### config.mk
export PLATFORM = sky130hd
export DESIGN_NAME = seq_gap_nack_frame_buffer_unit_flat
export DESIGN_NICKNAME = d
export VERILOG_FILES = /design/src/hw/rtl/sgnfb_pkg.sv /design/src/hw/rtl/sgnfb_if.sv /design/src/hw/rtl/seq_gap_nack_frame_buffer_unit.sv /design/src/hw/rtl/sgnfb_ctrl.sv /design/src/hw/rtl/sgnfb_datapath.sv /design/src/flat_wrapper.sv
export SDC_FILE = /design/constraint.sdc
export NUM_CORES = 2
export LEC_CHECK = 0
export ABC_AREA = 1
export BUFFER_PORTS_ARGS = -buffer_cell sky130_fd_sc_hd__buf_4
export CAP_MARGIN = 20
export CELL_PAD_IN_SITES_DETAIL_PLACEMENT = 0
export CELL_PAD_IN_SITES_GLOBAL_PLACEMENT = 2
export CORE_UTILIZATION = 35
export DETAILED_ROUTE_END_ITERATION = 10
export GPL_ROUTABILITY_DRIVEN = 0
export PLACE_DENSITY_LB_ADDON = 0.1
export RECOVER_POWER = 50
export SKIP_CTS_REPAIR_TIMING = 1
export SKIP_LAST_GASP = 1
export SYNTH_ARGS = -nofsm -noshare
export SYNTH_HDL_FRONTEND = slang
export SYNTH_HIERARCHICAL = 1
export SYNTH_SLANG_ARGS = --single-unit
### constraint.sdc
create_clock -name i_clk -period 4.9 [get_ports i_clk]
set_clock_uncertainty 0.1 [all_clocks]
set_input_delay 0.98 -clock i_clk [delete_from_list [all_inputs] [get_ports i_clk]]
set_output_delay 0.98 -clock i_clk [all_outputs]
set_load 0.05 [all_outputs]
### src/hw/rtl/sgnfb_pkg.sv
// ----------------------------------------------------------------------------
// Sequence gap receiver package
// Shared constants, codes and controller/datapath types.
// ----------------------------------------------------------------------------
package sgnfb_pkg;

    localparam int FRAME_SLOTS = 256;
    localparam int SLOT_AW     = $clog2(FRAME_SLOTS);
    localparam int CNT_W       = SLOT_AW + 1;
    localparam int REQ_DEPTH   = 64;
    localparam int REQ_AW      = $clog2(REQ_DEPTH);
    localparam int REQ_CW      = REQ_AW + 1;
    localparam int DIV_STEPS   = 32;
    localparam int DIV_CW      = $clog2(DIV_STEPS);

    localparam logic [15:0] PPF_RESET = 16'd2831;
    localparam logic [7:0]  FPP_RESET = 8'd25;

    // Configuration register indexes.
    typedef enum logic {
        CFG_PPF = 1'b0,
        CFG_FPP = 1'b1
    } t_cfg_idx;

    // Item kinds.
    typedef enum logic [1:0] {
        MODE_ARRIVE = 2'd0,
        MODE_PLAY   = 2'd1,
        MODE_RETX   = 2'd2,
        MODE_NONE   = 2'd3
    } t_mode;

    typedef enum logic [3:0] {
        ST_IDLE,
        ST_SETUP,
        ST_DIV,
        ST_GAP,
        ST_FRAME,
        ST_LATE_RD,
        ST_LATE_WR,
        ST_PLAY,
        ST_POP,
        ST_DONE
    } t_state;

    // Controller to datapath commands.
    typedef struct packed {
        logic load_item;
        logic setup;
        logic div_step;
        logic gap_step;
        logic frame_upd;
        logic late_rd;
        logic late_wr;
        logic play_step;
        logic play_end;
        logic pop;
        logic res_load;
    } t_cmd;

    // Datapath to controller status.
    typedef struct packed {
        t_mode mode;
        logic  is_late;
        logic  div_done;
        logic  gap_done;
        logic  play_ok;
        logic  play_done;
        logic  req_nonempty;
    } t_status;

endpackage

### src/hw/rtl/sgnfb_if.sv
// ----------------------------------------------------------------------------
// Sequence gap receiver channels
// Input item and result item channels with valid/ready handshake.
// ----------------------------------------------------------------------------
interface sgnfb_in_if;
    logic        valid;
    logic        ready;
    logic [1:0]  mode;
    logic [31:0] seq_num;
    logic [15:0] pkt_bytes;

    modport source (output valid, mode, seq_num, pkt_bytes, input ready);
    modport sink   (input valid, mode, seq_num, pkt_bytes, output ready);
endinterface

interface sgnfb_out_if;
    logic        valid;
    logic        ready;
    logic        req_valid;
    logic [31:0] req_seq;
    logic        played;
    logic [8:0]  frames_buffered;
    logic        queue_overflow;

    modport source (output valid, req_valid, req_seq, played, frames_buffered,
                    queue_overflow, input ready);
    modport sink   (input valid, req_valid, req_seq, played, frames_buffered,
                    queue_overflow, output ready);
endinterface

### src/hw/rtl/seq_gap_nack_frame_buffer_unit.sv
// Arrivals queue at most 64 missing numbers per item.
// The divider is bit-serial (32 steps) and playout clears one slot per cycle.
// Throughput: one item at a time; the next item is taken while a result waits.
// Reset (synchronous, active low) empties the queue, slots and counters at once.
// ----------------------------------------------------------------------------
// Sequence gap receiver top level
// Retransmission request queue and frame buffer with playout.
// ----------------------------------------------------------------------------
module seq_gap_nack_frame_buffer_unit import sgnfb_pkg::*; (
    input  logic        i_clk,
    input  logic        i_rst_n,
    sgnfb_in_if.sink    in_if,
    sgnfb_out_if.source out_if,
    input  logic        i_cfg_we,
    input  logic        i_cfg_idx,
    input  logic [15:0] i_cfg_data
);

    t_cmd    cmd;
    t_status status;

    // Controller.
    sgnfb_ctrl u_ctrl (
        .i_clk       (i_clk),
        .i_rst_n     (i_rst_n),
        .i_in_valid  (in_if.valid),
        .o_in_ready  (in_if.ready),
        .o_out_valid (out_if.valid),
        .i_out_ready (out_if.ready),
        .i_status    (status),
        .o_cmd       (cmd)
    );

    // Datapath.
    sgnfb_datapath u_dp (
        .i_clk             (i_clk),
        .i_rst_n           (i_rst_n),
        .i_cfg_we          (i_cfg_we),
        .i_cfg_idx         (i_cfg_idx),
        .i_cfg_data        (i_cfg_data),
        .i_mode            (in_if.mode),
        .i_seq_num         (in_if.seq_num),
        .i_pkt_bytes       (in_if.pkt_bytes),
        .i_cmd             (cmd),
        .o_status          (status),
        .o_req_valid       (out_if.req_valid),
        .o_req_seq         (out_if.req_seq),
        .o_played          (out_if.played),
        .o_frames_buffered (out_if.frames_buffered),
        .o_queue_overflow  (out_if.queue_overflow)
    );

endmodule

### src/hw/rtl/sgnfb_ctrl.sv
// ----------------------------------------------------------------------------
// Sequence gap receiver controller
// Sequences one item at a time through the datapath and owns the handshakes.
// ----------------------------------------------------------------------------
module sgnfb_ctrl import sgnfb_pkg::*; (
    input  logic    i_clk,
    input  logic    i_rst_n,
    input  logic    i_in_valid,
    output logic    o_in_ready,
    output logic    o_out_valid,
    input  logic    i_out_ready,
    input  t_status i_status,
    output t_cmd    o_cmd
);

    t_state r_state, n_state;
    logic   r_out_valid, n_out_valid;
    logic   out_free;

    assign out_free    = !r_out_valid || i_out_ready;
    assign o_out_valid = r_out_valid;

    // State and output-valid registers.
    always_ff @(posedge i_clk) begin
        if (!i_rst_n) begin
            r_state     <= ST_IDLE;
            r_out_valid <= 1'b0;
        end else begin
            r_state     <= n_state;
            r_out_valid <= n_out_valid;
        end
    end

    // Next state and commands.
    always_comb begin
        n_state     = r_state;
        n_out_valid = r_out_valid && !i_out_ready;
        o_cmd       = '0;
        o_in_ready  = 1'b0;
        case (r_state)
            ST_IDLE: begin
                o_in_ready = 1'b1;
                if (i_in_valid) begin
                    o_cmd.load_item = 1'b1;
                    n_state         = ST_SETUP;
                end
            end
            ST_SETUP: begin
                o_cmd.setup = 1'b1;
                case (i_status.mode)
                    MODE_ARRIVE: n_state = ST_DIV;
                    MODE_PLAY:   n_state = i_status.play_ok ? ST_PLAY : ST_DONE;
                    MODE_RETX:   n_state = i_status.req_nonempty ? ST_POP : ST_DONE;
                    default:     n_state = ST_DONE;
                endcase
            end
            ST_DIV: begin
                o_cmd.div_step = 1'b1;
                if (i_status.div_done) begin
                    n_state = i_status.is_late ? ST_LATE_RD : ST_GAP;
                end
            end
            ST_GAP: begin
                if (i_status.gap_done) begin
                    n_state = ST_FRAME;
                end else begin
                    o_cmd.gap_step = 1'b1;
                end
            end
            ST_FRAME: begin
                o_cmd.frame_upd = 1'b1;
                n_state         = ST_DONE;
            end
            ST_LATE_RD: begin
                o_cmd.late_rd = 1'b1;
                n_state       = ST_LATE_WR;
            end
            ST_LATE_WR: begin
                o_cmd.late_wr = 1'b1;
                n_state       = ST_DONE;
            end
            ST_PLAY: begin
                if (i_status.play_done) begin
                    o_cmd.play_end = 1'b1;
                    n_state        = ST_DONE;
                end else begin
                    o_cmd.play_step = 1'b1;
                end
            end
            ST_POP: begin
                o_cmd.pop = 1'b1;
                n_state   = ST_DONE;
            end
            ST_DONE: begin
                if (out_free) begin
                    o_cmd.res_load = 1'b1;
                    n_out_valid    = 1'b1;
                    n_state        = ST_IDLE;
                end
            end
            default: n_state = ST_IDLE;
        endcase
    end

endmodule

### src/hw/rtl/sgnfb_datapath.sv
// ----------------------------------------------------------------------------
// Sequence gap receiver datapath
// Divider, request queue, frame slot store, counters and result register.
// ----------------------------------------------------------------------------
module sgnfb_datapath import sgnfb_pkg::*; (
    input  logic        i_clk,
    input  logic        i_rst_n,
    input  logic        i_cfg_we,
    input  logic        i_cfg_idx,
    input  logic [15:0] i_cfg_data,
    input  logic [1:0]  i_mode,
    input  logic [31:0] i_seq_num,
    input  logic [15:0] i_pkt_bytes,
    input  t_cmd        i_cmd,
    output t_status     o_status,
    output logic        o_req_valid,
    output logic [31:0] o_req_seq,
    output logic        o_played,
    output logic [8:0]  o_frames_buffered,
    output logic        o_queue_overflow
);

    // Configuration.
    logic [15:0] r_ppf;
    logic [7:0]  r_fpp;
    logic [7:0]  fpp_eff;

    // Item registers.
    t_mode       r_mode;
    logic [31:0] r_seq;
    logic [15:0] r_bytes;

    // Receiver state.
    logic [31:0]       r_expected;
    logic [31:0]       r_open_frame;
    logic              r_have_open;
    logic [31:0]       r_open_bytes;
    logic [SLOT_AW-1:0] r_play_front;
    logic [CNT_W-1:0]  r_completed;
    logic [REQ_AW-1:0] r_req_head;
    logic [REQ_CW-1:0] r_req_count;

    // Stores.
    logic [31:0]        frame_mem [FRAME_SLOTS];
    logic [FRAME_SLOTS-1:0] r_slot_vld;
    logic [31:0]        req_mem [REQ_DEPTH];
    logic [31:0]        r_slot_rd;
    logic               r_slot_rd_vld;

    // Divider.
    logic [15:0]       r_div_d;
    logic [31:0]       r_quot;
    logic [16:0]       r_rem;
    logic [DIV_CW-1:0] r_div_cnt;
    logic [16:0]       div_trial;
    logic              div_ge;

    // Gap and playout loops.
    logic [REQ_CW-1:0] r_gap_left;
    logic [31:0]       r_gap_val;
    logic [7:0]        r_play_left;
    logic [31:0]       gap;
    logic [REQ_CW-1:0] room;
    logic              gap_fits;

    // Per-item results and output register.
    logic        r_res_req_valid;
    logic [31:0] r_res_req_seq;
    logic        r_res_played;
    logic        r_res_ovf;
    logic        r_out_req_valid;
    logic [31:0] r_out_req_seq;
    logic        r_out_played;
    logic [8:0]  r_out_frames;
    logic        r_out_ovf;

    logic [REQ_AW-1:0]  req_tail;
    logic [SLOT_AW-1:0] late_slot;
    logic [32:0]        open_sum;
    logic [32:0]        late_sum;
    logic [32:0]        open_sum_pkt;

    assign fpp_eff   = (r_fpp == '0) ? 8'd1 : r_fpp;
    assign gap       = r_seq - r_expected;
    assign room      = REQ_CW'(REQ_DEPTH) - r_req_count;
    assign gap_fits  = gap <= {{(32-REQ_CW){1'b0}}, room};
    assign req_tail  = r_req_head + r_req_count[REQ_AW-1:0];
    assign late_slot = r_quot[SLOT_AW-1:0];
    assign div_trial = {r_rem[15:0], r_quot[31]};
    assign div_ge    = div_trial >= {1'b0, r_div_d};
    assign open_sum  = {1'b0, r_open_bytes} + {17'd0, r_bytes};
    assign late_sum  = {1'b0, r_slot_rd} + {17'd0, r_bytes};
    assign open_sum_pkt = open_sum;

    // Status to the controller.
    always_comb begin
        o_status.mode         = r_mode;
        o_status.is_late      = r_seq < r_expected;
        o_status.div_done     = r_div_cnt == '0;
        o_status.gap_done     = r_gap_left == '0;
        o_status.play_ok      = {1'b0, fpp_eff} <= r_completed;
        o_status.play_done    = r_play_left == '0;
        o_status.req_nonempty = r_req_count != '0;
    end

    // Configuration registers.
    always_ff @(posedge i_clk) begin
        if (!i_rst_n) begin
            r_ppf <= PPF_RESET;
            r_fpp <= FPP_RESET;
        end else if (i_cfg_we) begin
            case (t_cfg_idx'(i_cfg_idx))
                CFG_PPF: r_ppf <= i_cfg_data;
                CFG_FPP: r_fpp <= i_cfg_data[7:0];
                default: ;
            endcase
        end
    end

    // Item capture, divider, gap loop and playout counters.
    always_ff @(posedge i_clk) begin
        if (i_cmd.load_item) begin
            r_mode  <= t_mode'(i_mode);
            r_seq   <= i_seq_num;
            r_bytes <= i_pkt_bytes;
        end
        if (i_cmd.setup) begin
            r_div_d     <= (r_ppf == '0) ? 16'd1 : r_ppf;
            r_quot      <= r_seq;
            r_rem       <= '0;
            r_div_cnt   <= DIV_CW'(DIV_STEPS - 1);
            r_gap_val   <= r_expected;
            r_gap_left  <= gap_fits ? gap[REQ_CW-1:0] : room;
            r_play_left <= fpp_eff;
        end
        // One quotient bit per cycle.
        if (i_cmd.div_step) begin
            r_rem     <= div_ge ? (div_trial - {1'b0, r_div_d}) : div_trial;
            r_quot    <= {r_quot[30:0], div_ge};
            r_div_cnt <= r_div_cnt - 1'b1;
        end
        if (i_cmd.gap_step) begin
            r_gap_val  <= r_gap_val + 32'd1;
            r_gap_left <= r_gap_left - 1'b1;
        end
        if (i_cmd.play_step) begin
            r_play_left <= r_play_left - 8'd1;
        end
    end

    // Per-item result flags.
    always_ff @(posedge i_clk) begin
        if (i_cmd.load_item) begin
            r_res_req_valid <= 1'b0;
            r_res_req_seq   <= '0;
            r_res_played    <= 1'b0;
            r_res_ovf       <= 1'b0;
        end
        if (i_cmd.setup) begin
            r_res_ovf    <= (r_mode == MODE_ARRIVE) && !o_status.is_late && !gap_fits;
            r_res_played <= (r_mode == MODE_PLAY) && o_status.play_ok;
        end
        if (i_cmd.pop) begin
            r_res_req_valid <= 1'b1;
            r_res_req_seq   <= req_mem[r_req_head];
        end
    end

    // Receiver control state.
    always_ff @(posedge i_clk) begin
        if (!i_rst_n) begin
            r_expected   <= '0;
            r_open_frame <= '0;
            r_have_open  <= 1'b0;
            r_open_bytes <= '0;
            r_play_front <= '0;
            r_completed  <= '0;
            r_req_head   <= '0;
            r_req_count  <= '0;
            r_slot_vld   <= '0;
        end else begin
            if (i_cmd.gap_step) begin
                r_req_count <= r_req_count + 1'b1;
            end
            if (i_cmd.pop) begin
                r_req_head  <= r_req_head + 1'b1;
                r_req_count <= r_req_count - 1'b1;
            end
            // Close or extend the open frame.
            if (i_cmd.frame_upd) begin
                r_expected <= r_seq + 32'd1;
                if (r_have_open && r_quot == r_open_frame) begin
                    r_open_bytes <= open_sum_pkt[32] ? '1 : open_sum_pkt[31:0];
                end else begin
                    if (r_have_open) begin
                        r_slot_vld[r_open_frame[SLOT_AW-1:0]] <= 1'b1;
                        if (r_completed != CNT_W'(FRAME_SLOTS)) begin
                            r_completed <= r_completed + 1'b1;
                        end
                    end
                    r_open_frame <= r_quot;
                    r_have_open  <= 1'b1;
                    r_open_bytes <= {16'd0, r_bytes};
                end
            end
            // Clear one slot per cycle during playout.
            if (i_cmd.play_step) begin
                r_slot_vld[r_play_front] <= 1'b0;
                r_play_front             <= r_play_front + 1'b1;
            end
            if (i_cmd.play_end) begin
                r_completed <= r_completed - {1'b0, fpp_eff};
            end
        end
    end

    // Frame slot store.
    always_ff @(posedge i_clk) begin
        if (i_cmd.frame_upd && r_have_open && r_quot != r_open_frame) begin
            frame_mem[r_open_frame[SLOT_AW-1:0]] <= r_open_bytes;
        end else if (i_cmd.late_wr && r_slot_rd_vld && r_slot_rd != '0) begin
            frame_mem[late_slot] <= late_sum[32] ? '1 : late_sum[31:0];
        end
        if (i_cmd.late_rd) begin
            r_slot_rd     <= frame_mem[late_slot];
            r_slot_rd_vld <= r_slot_vld[late_slot];
        end
    end

    // Request queue store.
    always_ff @(posedge i_clk) begin
        if (i_cmd.gap_step) begin
            req_mem[req_tail] <= r_gap_val;
        end
    end

    // Output register.
    always_ff @(posedge i_clk) begin
        if (i_cmd.res_load) begin
            r_out_req_valid <= r_res_req_valid;
            r_out_req_seq   <= r_res_req_seq;
            r_out_played    <= r_res_played;
            r_out_frames    <= r_completed;
            r_out_ovf       <= r_res_ovf;
        end
    end

    assign o_req_valid       = r_out_req_valid;
    assign o_req_seq         = r_out_req_seq;
    assign o_played          = r_out_played;
    assign o_frames_buffered = r_out_frames;
    assign o_queue_overflow  = r_out_ovf;

endmodule
### src/flat_wrapper.sv
// flat-port wrapper written by rule: the top's interface ports become plain ports
module seq_gap_nack_frame_buffer_unit_flat import sgnfb_pkg::*;
  (i_clk, i_rst_n, i_cfg_we, i_cfg_idx, i_cfg_data, in_if_valid, in_if_mode, in_if_seq_num, in_if_pkt_bytes, in_if_ready, out_if_valid, out_if_req_valid, out_if_req_seq, out_if_played, out_if_frames_buffered, out_if_queue_overflow, out_if_ready);
  sgnfb_in_if in_if_i ();
  sgnfb_out_if out_if_i ();
  input  logic i_clk;
  input  logic i_rst_n;
  input  logic i_cfg_we;
  input  logic i_cfg_idx;
  input  logic [15:0] i_cfg_data;
  input wire logic [$bits(in_if_i.valid)-1:0] in_if_valid;
  input wire logic [$bits(in_if_i.mode)-1:0] in_if_mode;
  input wire logic [$bits(in_if_i.seq_num)-1:0] in_if_seq_num;
  input wire logic [$bits(in_if_i.pkt_bytes)-1:0] in_if_pkt_bytes;
  output wire logic [$bits(in_if_i.ready)-1:0] in_if_ready;
  output wire logic [$bits(out_if_i.valid)-1:0] out_if_valid;
  output wire logic [$bits(out_if_i.req_valid)-1:0] out_if_req_valid;
  output wire logic [$bits(out_if_i.req_seq)-1:0] out_if_req_seq;
  output wire logic [$bits(out_if_i.played)-1:0] out_if_played;
  output wire logic [$bits(out_if_i.frames_buffered)-1:0] out_if_frames_buffered;
  output wire logic [$bits(out_if_i.queue_overflow)-1:0] out_if_queue_overflow;
  input wire logic [$bits(out_if_i.ready)-1:0] out_if_ready;
  assign in_if_i.valid = in_if_valid;
  assign in_if_i.mode = in_if_mode;
  assign in_if_i.seq_num = in_if_seq_num;
  assign in_if_i.pkt_bytes = in_if_pkt_bytes;
  assign in_if_ready = in_if_i.ready;
  assign out_if_valid = out_if_i.valid;
  assign out_if_req_valid = out_if_i.req_valid;
  assign out_if_req_seq = out_if_i.req_seq;
  assign out_if_played = out_if_i.played;
  assign out_if_frames_buffered = out_if_i.frames_buffered;
  assign out_if_queue_overflow = out_if_i.queue_overflow;
  assign out_if_i.ready = out_if_ready;
  seq_gap_nack_frame_buffer_unit u_core (.i_clk(i_clk), .i_rst_n(i_rst_n), .in_if(in_if_i), .out_if(out_if_i), .i_cfg_we(i_cfg_we), .i_cfg_idx(i_cfg_idx), .i_cfg_data(i_cfg_data));
endmodule
==> out/results.tsv <==
metric	value	unit
CTS Buf Count	279	
power consumption	63.3	mW
DR vias	66000	
Final min period	4320	ps
Pins Over Slew Limit	1330	
CP cell instances	clkbuf_1	
H-Tree Level Count	5	
Min-Delay Path Class	in2reg	
RR Startpoint	u_core/u_dp/r_gap_val[16]$_DFFE_PP_	
Hold Fails Final Rpt	0	
clock buffer depth	4	
Routed wire per std cell	26.4	µm
Slew @ Worst Pin	3990	ps
PortBufs	101	
global-route wire length before repair	468000	µm
R2R cell count	1	
clk slew on worst S/H paths	60	ps
Mapped Cells	8311	
sequential share of power	43.0	%
share of cells above drive strength 1	9.88	%
Sink Count	2399	
Post-DRT Antenna Nets	0	
CP endpoint	u_core/u_dp/req_mem[53][16]$_DFFE_PP_	
Area Growth Syn to Fin	15.2	%
maxcap violations	27	
Yosys warning count	6	
P_sw	21.1	mW
antenna violations before repair	18	
crit path max fanout	49	
fin crit share	88.1	%
slowest cell on the critical path	clkbuf_1	
root buffer cell	clkbuf_16	
Critical R2R Capture	u_core/u_dp/req_mem[53][16]$_DFFE_PP_	
combinational group share of total power	24.9	%
CP Depth	1	
num rows	195	
DIE AREA	0.287	mm²
f_max	232	MHz
Initial DRT Pass Iterations	6	
largest net degree at the start of global routing	175	
WP buf/inv	1	
maximum vdd drop	0.000259	V
vias in the first global route	65100	
Crit. Startpoint	u_core/u_dp/r_gap_val[16]$_DFFE_PP_	
Skew-Pair Late Insertion Delay	900	ps
failing checks	capacitance limit, slew limit	
R2R setup slack	580	ps
Clock power frac	32.2	%
drt drc	0	
Vias/cell	5.32	
Post-DP HPWL	188000	µm
final setup fails	0	
CP Class	reg2reg	
switch share	33.3	%
Worst Path Arrival	4410	ps
Die X	535	µm
Total GRT Usage	22.5	%
starting density of the core	35.2	%
Routed WL	328000	µm
Worst Setup End Kind	flop	
TritonCTS clock tree	built	
PD cells	552	mW/mm²
TNS Setup	0	ps
CP peak stage delay	2340	ps
unrepaired setup endpoints after global routing	false	
grt ovf	0	
run status	finished, violations left	
syn_area_per_cell	12.0	µm²
cell leakage power	38.9	nW
cell-internal power	42.2	mW
Final nets	8602	
Placeable Area	0.283	mm²
delay-heaviest family, CP	buffers and inverters	
CP required	4990	ps
max_slew headroom	-166	%
First DRT Iteration DRCs	5577	
Top Ports	118	
syn_nets	8472	
critical path startpoint category	flop	
synthesized cell area	0.0996	mm²
Die Y	535	µm
## cell usage in the layout (no fill, tap or decap), types with 9 or more instances in the layout
cell / count
xor2_1: 70
buf_4: 216
buf_12: 65
bufinv_16: 17
inv_6: 10
ha_1: 84
nand3_2: 11
clkbuf_4: 34
a21oi_1: 183
a311oi_1: 16
clkbuf_16: 292
o22ai_1: 528
edfxtp_1: 2276
nand3_1: 184
nand3b_1: 10
clkinv_2: 35
nor2_1: 1391
nor2_2: 20
o21ai_1: 25
inv_1: 377
a31oi_1: 19
o21ai_0: 1387
nand2_1: 718
nor2_4: 70
nor3_1: 37
xnor2_1: 36
clkinv_1: 60
dfxtp_1: 117
nand4_1: 26
o221ai_1: 69
clkbuf_8: 9
clkbuf_1: 112
diode_2: 9
nor4_1: 10
nand2_2: 20
inv_2: 10
o211ai_1: 18
## power groups by stage
stage               registers [mW]  logic (mW)  clock network [mW]
floorplan                     28.2        8.70                   0
global placement              27.4        16.0                   0
detailed placement            27.4        16.1                   0
CTS                           27.0        16.1                20.9
global route                  27.3        17.5                21.6
finish                        27.2        15.8                20.4
## registers in the layout (all words and copies together), names as in the netlist, 7 cells and up, named ones only
| register | flops |
|---|---|
| u_core/u_dp/o_frames_buffered | 9 |
| u_core/u_dp/o_req_seq | 32 |
| u_core/u_dp/r_completed | 9 |
| u_core/u_dp/r_div_d | 16 |
| u_core/u_dp/r_expected | 32 |
| u_core/u_dp/r_fpp | 8 |
| u_core/u_dp/r_gap_left | 7 |
| u_core/u_dp/r_gap_val | 32 |
| u_core/u_dp/r_open_frame | 32 |
| u_core/u_dp/r_play_left | 8 |
| u_core/u_dp/r_ppf | 16 |
| u_core/u_dp/r_quot | 32 |
| u_core/u_dp/r_rem | 16 |
| u_core/u_dp/r_req_count | 7 |
| u_core/u_dp/r_res_req_seq | 32 |
| u_core/u_dp/r_seq | 32 |
| u_core/u_dp/req_mem | 2048 |
## metrics by stage
stage                     util, %  hold slack, ps  setup WS (ps)  area (µm²)  instances
after floorplan                 -             300            969       99600       8311
after detailed placement     37.5             305            914      106000      11900
final                        40.6             175            581      115000      12400
after global placement       37.5             309            868      106000      11900
after global routing         40.6             138            304      115000      12400
after CTS                    40.7            72.7            860      115000      12400
## cell type report
type                            instances  area (µm²)
Tap cell                             3743        4680
Clock inverter                        133        1160
Sequential cell                      2399       70800
Multi-Input combinational cell       5004       25400
Fill cell                           26800      168000
Timing Repair Buffer                  365        3400
Clock buffer                          365        7670
Inverter                              392        1510
Antenna cell                            9        22.5
## routing by layer
layer  track usage [%]  up-vias  routed length [µm]
met5                 0        -                  13
met3              2.65      381               15300
li1                  -    30500                   -
met1              30.4    33500              145000
met4              5.11        2                7370
met2              38.6     1660              160000
## how the worst min path moves through the flow
| stage | startpoint | end | slack (ps) | cells after the start |
|---|---|---|---|---|
| floorplan | u_core/u_dp/r_res_played$_SDFFCE_PN0P_ | u_core/u_dp/o_played$_DFFE_PP_ | 300 | 0 |
| global placement | u_core/u_dp/r_res_req_seq[14]$_SDFFCE_PN0P_ | u_core/u_dp/o_req_seq[14]$_DFFE_PP_ | 310 | 0 |
| detailed placement | u_core/u_dp/r_res_req_seq[1]$_SDFFCE_PN0P_ | u_core/u_dp/o_req_seq[1]$_DFFE_PP_ | 300 | 0 |
| CTS | in_if_seq_num[6] | u_core/u_dp/r_seq[6]$_DFFE_PP_ | 70 | 1 |
| global route | in_if_seq_num[6] | u_core/u_dp/r_seq[6]$_DFFE_PP_ | 140 | 1 |
| finish | in_if_seq_num[23] | u_core/u_dp/r_seq[23]$_DFFE_PP_ | 170 | 1 |
(Power assumes the default switching activity.)
